### src/design/dfs_pkg.sv
// Shared types and constants of the delimiter field splitter.
// Used by the register block, the split core, the result queue and the top level.
`timescale 1ns / 1ps
`default_nettype none

package dfs_pkg;

    localparam int RESULT_W    = 16;
    localparam int APB_ADDR_W  = 5;
    localparam int APB_DATA_W  = 64;
    localparam int QUEUE_DEPTH = 4;
    localparam int QPTR_W      = 2;
    localparam int QCNT_W      = 3;

    localparam logic [1:0] REG_SPLIT_MODE  = 2'd0;
    localparam logic [1:0] REG_DELIM_BYTES = 2'd1;
    localparam logic [1:0] REG_DELIM_COUNT = 2'd2;

    localparam logic        SPLIT_MODE_SET = 1'b0;
    localparam logic        SPLIT_MODE_SEQ = 1'b1;

    localparam logic        RST_SPLIT_MODE  = SPLIT_MODE_SET;
    localparam logic [63:0] RST_DELIM_BYTES = 64'd44;
    localparam logic [3:0]  RST_DELIM_COUNT = 4'd1;

    typedef struct packed {
        logic        split_mode;
        logic [63:0] delimiter_bytes;
        logic [3:0]  delimiter_count;
    } t_cfg;

    typedef struct packed {
        logic [RESULT_W-1:0] field_offset;
        logic [RESULT_W-1:0] field_length;
        logic                closing_field;
        logic                overflow;
    } t_result;

    typedef struct packed {
        logic [1:0] n;
        t_result    r0;
        t_result    r1;
    } t_push;

    function automatic logic [7:0] delim_byte(input logic [63:0] bytes, input logic [2:0] j);
        return bytes[{j, 3'b000} +: 8];
    endfunction

endpackage

`default_nettype wire

### src/design/dfs_cfg_regs.sv
// Configuration registers behind the APB-style port.
// Depends on dfs_pkg for the register map and reset values.
`timescale 1ns / 1ps
`default_nettype none

module dfs_cfg_regs
    import dfs_pkg::*;
(
    input  wire logic                  i_clk,
    input  wire logic                  i_rst_n,
    input  wire logic                  psel,
    input  wire logic                  penable,
    input  wire logic                  pwrite,
    input  wire logic [APB_ADDR_W-1:0] paddr,
    input  wire logic [APB_DATA_W-1:0] pwdata,
    output logic      [APB_DATA_W-1:0] prdata,
    output logic                       pready,
    output t_cfg                       o_cfg
);

    t_cfg       r_cfg;
    logic       wr_en;
    logic [1:0] reg_sel;

    assign pready  = 1'b1;
    assign wr_en   = psel & penable & pwrite & pready;
    assign reg_sel = paddr[4:3];
    assign o_cfg   = r_cfg;

    always_ff @(posedge i_clk) begin
        if (!i_rst_n) begin
            r_cfg.split_mode      <= RST_SPLIT_MODE;
            r_cfg.delimiter_bytes <= RST_DELIM_BYTES;
            r_cfg.delimiter_count <= RST_DELIM_COUNT;
        end else if (wr_en) begin
            case (reg_sel)
                REG_SPLIT_MODE:  r_cfg.split_mode      <= pwdata[0];
                REG_DELIM_BYTES: r_cfg.delimiter_bytes <= pwdata;
                REG_DELIM_COUNT: r_cfg.delimiter_count <= pwdata[3:0];
                default: ;
            endcase
        end
    end

    always_comb begin
        case (reg_sel)
            REG_SPLIT_MODE:  prdata = APB_DATA_W'(r_cfg.split_mode);
            REG_DELIM_BYTES: prdata = r_cfg.delimiter_bytes;
            REG_DELIM_COUNT: prdata = APB_DATA_W'(r_cfg.delimiter_count);
            default:         prdata = '0;
        endcase
    end

endmodule

`default_nettype wire

### src/design/dfs_core.sv
// Input register, string state and single-pass delimiter match.
// Emits up to two field results per byte; depends on dfs_pkg.
`timescale 1ns / 1ps
`default_nettype none

module dfs_core
    import dfs_pkg::*;
#(
    parameter int MAX_DELIMITER = 8,
    parameter int OFFSET_BITS   = 16
) (
    input  wire logic       i_clk,
    input  wire logic       i_rst_n,
    input  wire t_cfg       i_cfg,
    input  wire logic       i_valid,
    output logic            o_ready,
    input  wire logic [7:0] i_byte,
    input  wire logic       i_last,
    input  wire logic       i_space,
    output t_push           o_push
);

    localparam int P    = OFFSET_BITS;
    localparam int HIST = (MAX_DELIMITER > 1) ? MAX_DELIMITER - 1 : 1;

    logic         r_in_valid;
    logic [7:0]   r_in_byte;
    logic         r_in_last;
    logic [P-1:0] r_pos;
    logic [P-1:0] r_cs;
    logic         r_sat;
    logic [7:0]   r_hist [HIST];

    logic         fire;
    logic [3:0]   cnt;
    logic [P:0]   idx1;
    logic [P:0]   cs_ext;
    logic [P:0]   cnt_ext;
    logic [P:0]   field_end;
    logic [P:0]   len_hit;
    logic [P:0]   len_fin;
    logic         set_hit;
    logic         seq_match;
    logic         win_ok;
    logic         hit;
    logic [3:0]   seq_idx;

    function automatic logic [P-1:0] clip(input logic [P:0] v);
        return v[P] ? {P{1'b1}} : v[P-1:0];
    endfunction

    function automatic t_result mk(input logic [P:0] off, input logic [P:0] len,
                                   input logic last, input logic sat);
        t_result r;
        r.field_offset  = RESULT_W'(clip(off));
        r.field_length  = RESULT_W'(clip(len));
        r.closing_field = last;
        r.overflow      = sat | off[P] | len[P];
        return r;
    endfunction

    assign fire    = r_in_valid & i_space;
    assign o_ready = ~r_in_valid | fire;

    always_comb begin
        cnt     = (i_cfg.delimiter_count > 4'(MAX_DELIMITER)) ? 4'(MAX_DELIMITER)
                                                               : i_cfg.delimiter_count;
        idx1    = {1'b0, r_pos} + (P+1)'(1);
        cs_ext  = {1'b0, r_cs};
        cnt_ext = (P+1)'(cnt);

        set_hit = 1'b0;
        for (int j = 0; j < MAX_DELIMITER; j++) begin
            if (4'(j) < cnt && delim_byte(i_cfg.delimiter_bytes, 3'(j)) == r_in_byte) begin
                set_hit = 1'b1;
            end
        end

        seq_idx   = cnt - 4'd1;
        seq_match = (delim_byte(i_cfg.delimiter_bytes, seq_idx[2:0]) == r_in_byte);
        for (int j = 1; j < MAX_DELIMITER; j++) begin
            seq_idx = cnt - 4'd1 - 4'(j);
            if (4'(j) < cnt &&
                r_hist[j-1] != delim_byte(i_cfg.delimiter_bytes, seq_idx[2:0])) begin
                seq_match = 1'b0;
            end
        end

        win_ok = (cnt != 4'd0) && (idx1 >= cnt_ext) && ((idx1 - cnt_ext) >= cs_ext);

        if (i_cfg.split_mode == SPLIT_MODE_SEQ) begin
            hit       = win_ok & seq_match;
            field_end = idx1 - cnt_ext;
        end else begin
            hit       = set_hit;
            field_end = {1'b0, r_pos};
        end

        len_hit = field_end - cs_ext;
        len_fin = idx1 - cs_ext;

        if (hit) begin
            o_push.r0 = mk(cs_ext, len_hit, 1'b0, r_sat);
            o_push.r1 = mk(idx1, '0, 1'b1, r_sat);
            o_push.n  = r_in_last ? 2'd2 : 2'd1;
        end else begin
            o_push.r0 = mk(cs_ext, len_fin, 1'b1, r_sat);
            o_push.r1 = o_push.r0;
            o_push.n  = r_in_last ? 2'd1 : 2'd0;
        end
        if (!fire) begin
            o_push.n = 2'd0;
        end
    end

    always_ff @(posedge i_clk) begin
        if (!i_rst_n) begin
            r_in_valid <= 1'b0;
        end else if (o_ready) begin
            r_in_valid <= i_valid;
        end
    end

    always_ff @(posedge i_clk) begin
        if (i_valid && o_ready) begin
            r_in_byte <= i_byte;
            r_in_last <= i_last;
        end
    end

    always_ff @(posedge i_clk) begin
        if (!i_rst_n) begin
            r_pos <= '0;
            r_cs  <= '0;
            r_sat <= 1'b0;
            for (int k = 0; k < HIST; k++) begin
                r_hist[k] <= '0;
            end
        end else if (fire) begin
            if (r_in_last) begin
                r_pos <= '0;
                r_cs  <= '0;
                r_sat <= 1'b0;
            end else begin
                if (hit) begin
                    r_cs <= clip(idx1);
                end
                r_hist[0] <= r_in_byte;
                for (int k = 1; k < HIST; k++) begin
                    r_hist[k] <= r_hist[k-1];
                end
                if (r_pos != {P{1'b1}}) begin
                    r_pos <= r_pos + P'(1);
                end else begin
                    r_sat <= 1'b1;
                end
            end
        end
    end

endmodule

`default_nettype wire

### src/design/dfs_result_queue.sv
// Small result queue: takes up to two results a cycle, hands out one.
// Depends on dfs_pkg for the result and push types.
`timescale 1ns / 1ps
`default_nettype none

module dfs_result_queue
    import dfs_pkg::*;
(
    input  wire logic  i_clk,
    input  wire logic  i_rst_n,
    input  wire t_push i_push,
    output logic       o_space,
    output logic       o_valid,
    input  wire logic  i_ready,
    output t_result    o_result
);

    t_result           r_mem [QUEUE_DEPTH];
    logic [QPTR_W-1:0] r_wp;
    logic [QPTR_W-1:0] r_rp;
    logic [QCNT_W-1:0] r_count;
    logic              pop;

    assign o_valid  = (r_count != '0);
    assign pop      = o_valid & i_ready;
    assign o_result = r_mem[r_rp];
    assign o_space  = (r_count <= QCNT_W'(QUEUE_DEPTH - 2));

    always_ff @(posedge i_clk) begin
        if (i_push.n != 2'd0) begin
            r_mem[r_wp] <= i_push.r0;
        end
        if (i_push.n == 2'd2) begin
            r_mem[r_wp + QPTR_W'(1)] <= i_push.r1;
        end
    end

    always_ff @(posedge i_clk) begin
        if (!i_rst_n) begin
            r_wp    <= '0;
            r_rp    <= '0;
            r_count <= '0;
        end else begin
            r_wp    <= r_wp + QPTR_W'(i_push.n);
            r_rp    <= r_rp + QPTR_W'(pop);
            r_count <= r_count + QCNT_W'(i_push.n) - QCNT_W'(pop);
        end
    end

endmodule

`default_nettype wire

### src/design/delimiter_field_splitter_top.sv
// Delimiter field splitter: string bytes in, field offset/length out.
// Each byte is held in the core's input register, then its results go into the result queue.
// Throughput: 1 byte per cycle while the queue has room; output drains one result per cycle
// from a 4-entry queue on m_axis_tready; a byte closing two fields gives two results.
// Reset (synchronous, active low) restores register defaults and clears string state.
// Depends on dfs_pkg, dfs_cfg_regs, dfs_core and dfs_result_queue.
`timescale 1ns / 1ps
`default_nettype none

module delimiter_field_splitter_top
    import dfs_pkg::*;
#(
    parameter int MAX_DELIMITER = 8,
    parameter int OFFSET_BITS   = 16
) (
    input  wire logic                  i_clk,
    input  wire logic                  i_rst_n,
    input  wire logic                  psel,
    input  wire logic                  penable,
    input  wire logic                  pwrite,
    input  wire logic [APB_ADDR_W-1:0] paddr,
    input  wire logic [APB_DATA_W-1:0] pwdata,
    output logic      [APB_DATA_W-1:0] prdata,
    output logic                       pready,
    input  wire logic                  s_axis_tvalid,
    output logic                       s_axis_tready,
    input  wire logic [7:0]            s_axis_tdata,  // [7:0] data_byte
    input  wire logic                  s_axis_tlast,
    output logic                       m_axis_tvalid,
    input  wire logic                  m_axis_tready,
    output logic [2*RESULT_W-1:0]      m_axis_tdata,  // [15:0] field_offset, [31:16] field_length
    output logic                       m_axis_tlast,
    output logic [0:0]                 m_axis_tuser   // [0] overflow
);

    t_cfg    cfg;
    t_push   push;
    logic    space;
    t_result res;

    dfs_cfg_regs u_cfg (
        .i_clk   (i_clk),
        .i_rst_n (i_rst_n),
        .psel    (psel),
        .penable (penable),
        .pwrite  (pwrite),
        .paddr   (paddr),
        .pwdata  (pwdata),
        .prdata  (prdata),
        .pready  (pready),
        .o_cfg   (cfg)
    );

    dfs_core #(
        .MAX_DELIMITER (MAX_DELIMITER),
        .OFFSET_BITS   (OFFSET_BITS)
    ) u_core (
        .i_clk   (i_clk),
        .i_rst_n (i_rst_n),
        .i_cfg   (cfg),
        .i_valid (s_axis_tvalid),
        .o_ready (s_axis_tready),
        .i_byte  (s_axis_tdata),
        .i_last  (s_axis_tlast),
        .i_space (space),
        .o_push  (push)
    );

    dfs_result_queue u_queue (
        .i_clk    (i_clk),
        .i_rst_n  (i_rst_n),
        .i_push   (push),
        .o_space  (space),
        .o_valid  (m_axis_tvalid),
        .i_ready  (m_axis_tready),
        .o_result (res)
    );

    assign m_axis_tdata = {res.field_length, res.field_offset};
    assign m_axis_tlast = res.closing_field;
    assign m_axis_tuser = res.overflow;

endmodule

`default_nettype wire

### config.mk
export PLATFORM = sky130hd
export DESIGN_NAME = delimiter_field_splitter_top
export DESIGN_NICKNAME = d
export VERILOG_FILES = /design/src/design/dfs_pkg.sv /design/src/design/dfs_cfg_regs.sv /design/src/design/dfs_core.sv /design/src/design/dfs_result_queue.sv /design/src/design/delimiter_field_splitter_top.sv
export SDC_FILE = /design/constraint.sdc
export NUM_CORES = 1
export LEC_CHECK = 0
export ABC_CLOCK_PERIOD_IN_PS = 24100
export BUFFER_PORTS_ARGS = -buffer_cell sky130_fd_sc_hd__buf_2
export CORE_UTILIZATION = 60
export DETAILED_ROUTE_END_ITERATION = 16
export HOLD_SLACK_MARGIN = 0.02
export PLACE_DENSITY_LB_ADDON = 0.05
export SYNTH_ARGS = -nofsm -noshare
export SYNTH_HDL_FRONTEND = slang
export SYNTH_HIERARCHICAL = 1
export SYNTH_SLANG_ARGS = --single-unit
### constraint.sdc
create_clock -name i_clk -period 24.1 [get_ports i_clk]
set_input_delay 2.41 -clock i_clk [delete_from_list [all_inputs] [get_ports i_clk]]
set_output_delay 2.41 -clock i_clk [all_outputs]
set_load 0.01 [all_outputs]
==> flow_metrics.py <==
metrics = {
    "synth": {
        "ys_types": 90,
        "seq_area_frac_synth_pct": 36.44,
        "synth_seq_cells": 311,
        "synth_ff_type": "edfxtp_1",
        "synth_edf_count": 201,
        "synthesis.area_mm2": 0.02261,
        "ys_top_cells_by_area": "edfxtp_1 27%, dfxtp_1 9.7%, mux2i_1 7.9%",
        "synth_fp_nets": 2288,
        "synth-warning-count": 6,
        "netlist_instances": 2139,
        "synth_area_per_cell_um2": 10.57,
        "yosysTopAreaCellShare_pct": 26.70,
        "synth_top_area_cell": "edfxtp_1",
        "async_flop_share_pct": 0,
    },
    "timing": {
        "worst_pin_slew_ns": 1.108,
        "fmax_ghz": 0.1096,
        "skew_ns": 0.02033,
        "holdWs_ns": 0.5658,
        "slew_viol_final": 0,
        "slew_headroom_pct": 25.98,
        "fin_crit_sh_pct": 37.85,
        "rsz0062_at_grt": "no",
        "setup_viol": 0,
        "period_needed_ns": 9.122,
        "final_hold_viol_count": 0,
        "fin_tns_setup_ns": 0,
    },
    "global_route": {
        "grt_max_degree": 105,
        "antenna_found_initial": 0,
        "grt_pass1_wl_um": 103600,
        "track_usage_pct": 35.50,
        "grt_pass1_vias": 17300,
        "overflow": 0,
    },
    "clocking": {
        "cts_hold_buf": 0,
        "htree_levels": 2,
        "clk_latency_ns": 0.56,
        "cts_tree": "done",
        "cts-buffers-inserted": 37,
        "cts-root-buf": "clkbuf_16",
        "cts_setup_buffers": 0,
        "cts_sinks": 311,
        "clk_pin_slew_worst_paths_ns": 0.06,
        "clockBufferDepth": 3,
        "post_cts_resized": 0,
    },
    "floorplan": {
        "start_util_pct": 61.31,
        "die_area_mm2": 0.03846,
        "core.rowCount": 70,
        "ioPinCount": 186,
        "die_x_um": 196.1,
        "core_area_mm2": 0.03687,
        "die_h_um": 196.1,
    },
    "drt": {
        "dr.pass1.iters": 5,
        "viasPerCell": 6.308,
        "wire_per_inst_um": 24.42,
        "drcViolationCount": 0,
        "vias": 17520,
        "drtAntennaViolNets": 0,
        "drtIter0Drc": 1512,
        "wl_um": 67850,
    },
    "setup_path": {
        "worstSetupPathType": "register to register",
        "startpoint_type": "register",
        "critPathMaxStageDelay_ns": 0.79,
        "cp_max_fo": 52,
        "cp_num_buf_inv": 6,
        "slowest_stage": "nand4b_4",
        "critPathTopFamily": "buffers and inverters",
        "critPathArrivalTime_ns": 9.33,
        "critPathCaptureType": "register",
        "cp_cell_sequence": "buf_4 > nor2b_4 > buf_4 > inv_4 > ha_1 > buf_4 > xnor2_2 > buf_4 > mux4_2 > xor2_1 > nor4_1 > o21ai_0 > a211oi_1 > o2111ai_1 > a2111o_1 > nand2_4 > ha_1 > and3_1 > nand4b_4 > o21ai_4 > buf_4",
        "cp_common_cell": "buf_4",
        "crit_required_ns": 24.30,
    },
    "finish": {
        "fill_cells": 2869,
        "fin_nets": 2394,
        "n_antenna_cell": 0,
        "drive_above_1_share_pct": 23.57,
        "area_growth_pct": 9.951,
    },
    "place": {
        "io_buffers": 181,
        "dp.final_hpwl_um": 47750,
        "gp_congestion": 0.9962,
    },
    "power_and_ir_drop": {
        "power_mw": 1.442,
        "peakVddDrop_mv": 0.04805,
        "powerDensity_mw_per_mm2": 58.00,
        "leakage_nw": 9.724,
    },
    "worst_hold_path": {
        "hold_path.class": "register to register",
    },
    "job": {
        "cap_violations": 0,
    },
    "run_status": {
        "status": "completed",
    },
}
[worst register-to-register path, cell delays in order, from the launching register on]
cell	delay, ns
dfxtp_2	0.31
buf_4	0.58
nor2b_4	0.29
buf_4	0.59
inv_4	0.45
ha_1	0.36
buf_4	0.25
xnor2_2	0.63
buf_4	0.37
mux4_2	0.40
xor2_1	0.17
nor4_1	0.26
o21ai_0	0.13
a211oi_1	0.26
o2111ai_1	0.21
a2111o_1	0.46
nand2_4	0.57
ha_1	0.37
and3_1	0.35
nand4b_4	0.79
o21ai_4	0.50
buf_4	0.43
[logic make-up after synthesis]
kind of cell	Yosys count	synth area share, %
other	2	0.03322
buffers and inverters	205	4.688
AOI/OAI and AO/OA	253	7.759
muxes	422	23.82
DFF	311	36.44
and+or+nand+nor	674	15.32
adders and majority gates	64	3.675
xor gates and xnor gates	208	8.263
[cell type report]
type                    instances  area, um2  share of cell area, %
clock buffers                  48       1028                  4.138
clock inverters                20      166.4                 0.6695
inverters                      60      232.7                 0.9362
multi-input cells            1623      13420                  53.98
flip-flops and latches        311       8240                  33.15
well taps                     504      630.6                  2.537
repair buffers                212       1141                  4.591
[cell usage after synthesis (57+ instances only)]
master,instances
dfxtp_1,110
edfxtp_1,201
mux2i_1,178
xnor2_1,134
nand2_1,210
and2_1,132
mux2_2,153
ha_1,60
nor2_1,99
clkbuf_1,57
mux4_2,76
xor2_1,71
[cells in the final DEF, fill, tap and decap left out, drive strengths merged, types with 34 or more instances in the layout]
cell and count:
nand2 211, o21ai 40, edfxtp 201, nor2 100, nor2b 34, nand3 40
a21oi 45, inv 61, xnor2 135, clkbuf 48, ha 60, mux2i 178
and2 132, nor3 35, buf 212, dfxtp 110, xor2 71, mux2 168
mux4 76
[layer usage]
layer	GRT usage [%]	wire [um]	up-vias
met5	0	0	-
met4	20.28	4216	0
met3	5.673	4764	232
met2	60.17	32820	847
met1	43.01	26050	8411
li1	-	-	8033
[power breakdown]
group | switching [mW] | internal (mW) | total, mW
sequential | 0.0274 | 0.590 | 0.618
combinational | 0.147 | 0.128 | 0.275
clock | 0.232 | 0.316 | 0.548
[registers in the layout, indices dropped and copies added, names as in the netlist, 2 cells and up]
register / flops
u_queue/r_mem: 136
u_queue/r_rp: 2
u_core/r_cs: 16
u_core/r_in_byte: 8
u_core/r_pos: 16
u_cfg/o_cfg: 69
u_queue/r_count: 3
u_core/r_hist: 56
u_queue/r_wp: 2
[worst paths after layout]
check,startpoint,to,slack (ns),depth (start not counted)
worst max-delay path,u_cfg/o_cfg[0],u_queue/r_mem[0][7],14.98,21
worst max register to register,u_cfg/o_cfg[0],u_queue/r_mem[0][7],14.98,21
worst min-delay path,u_core/r_sat,u_core/r_sat,0.57,1
worst min register to register,u_core/r_sat,u_core/r_sat,0.57,1
[through the flow]
step | util, % | worst slack (ns) | instances | area [um2]
floorplan | - | 15.92 | 2139 | 22610
global placement | 64.17 | 15.15 | 2710 | 23660
detailed placement | 64.17 | 15.03 | 2710 | 23660
CTS | 67.41 | 15.01 | 2778 | 24860
global route | 67.41 | 14.47 | 2778 | 24860
finish | 67.41 | 14.98 | 2778 | 24860
(Power assumes the default switching activity.)
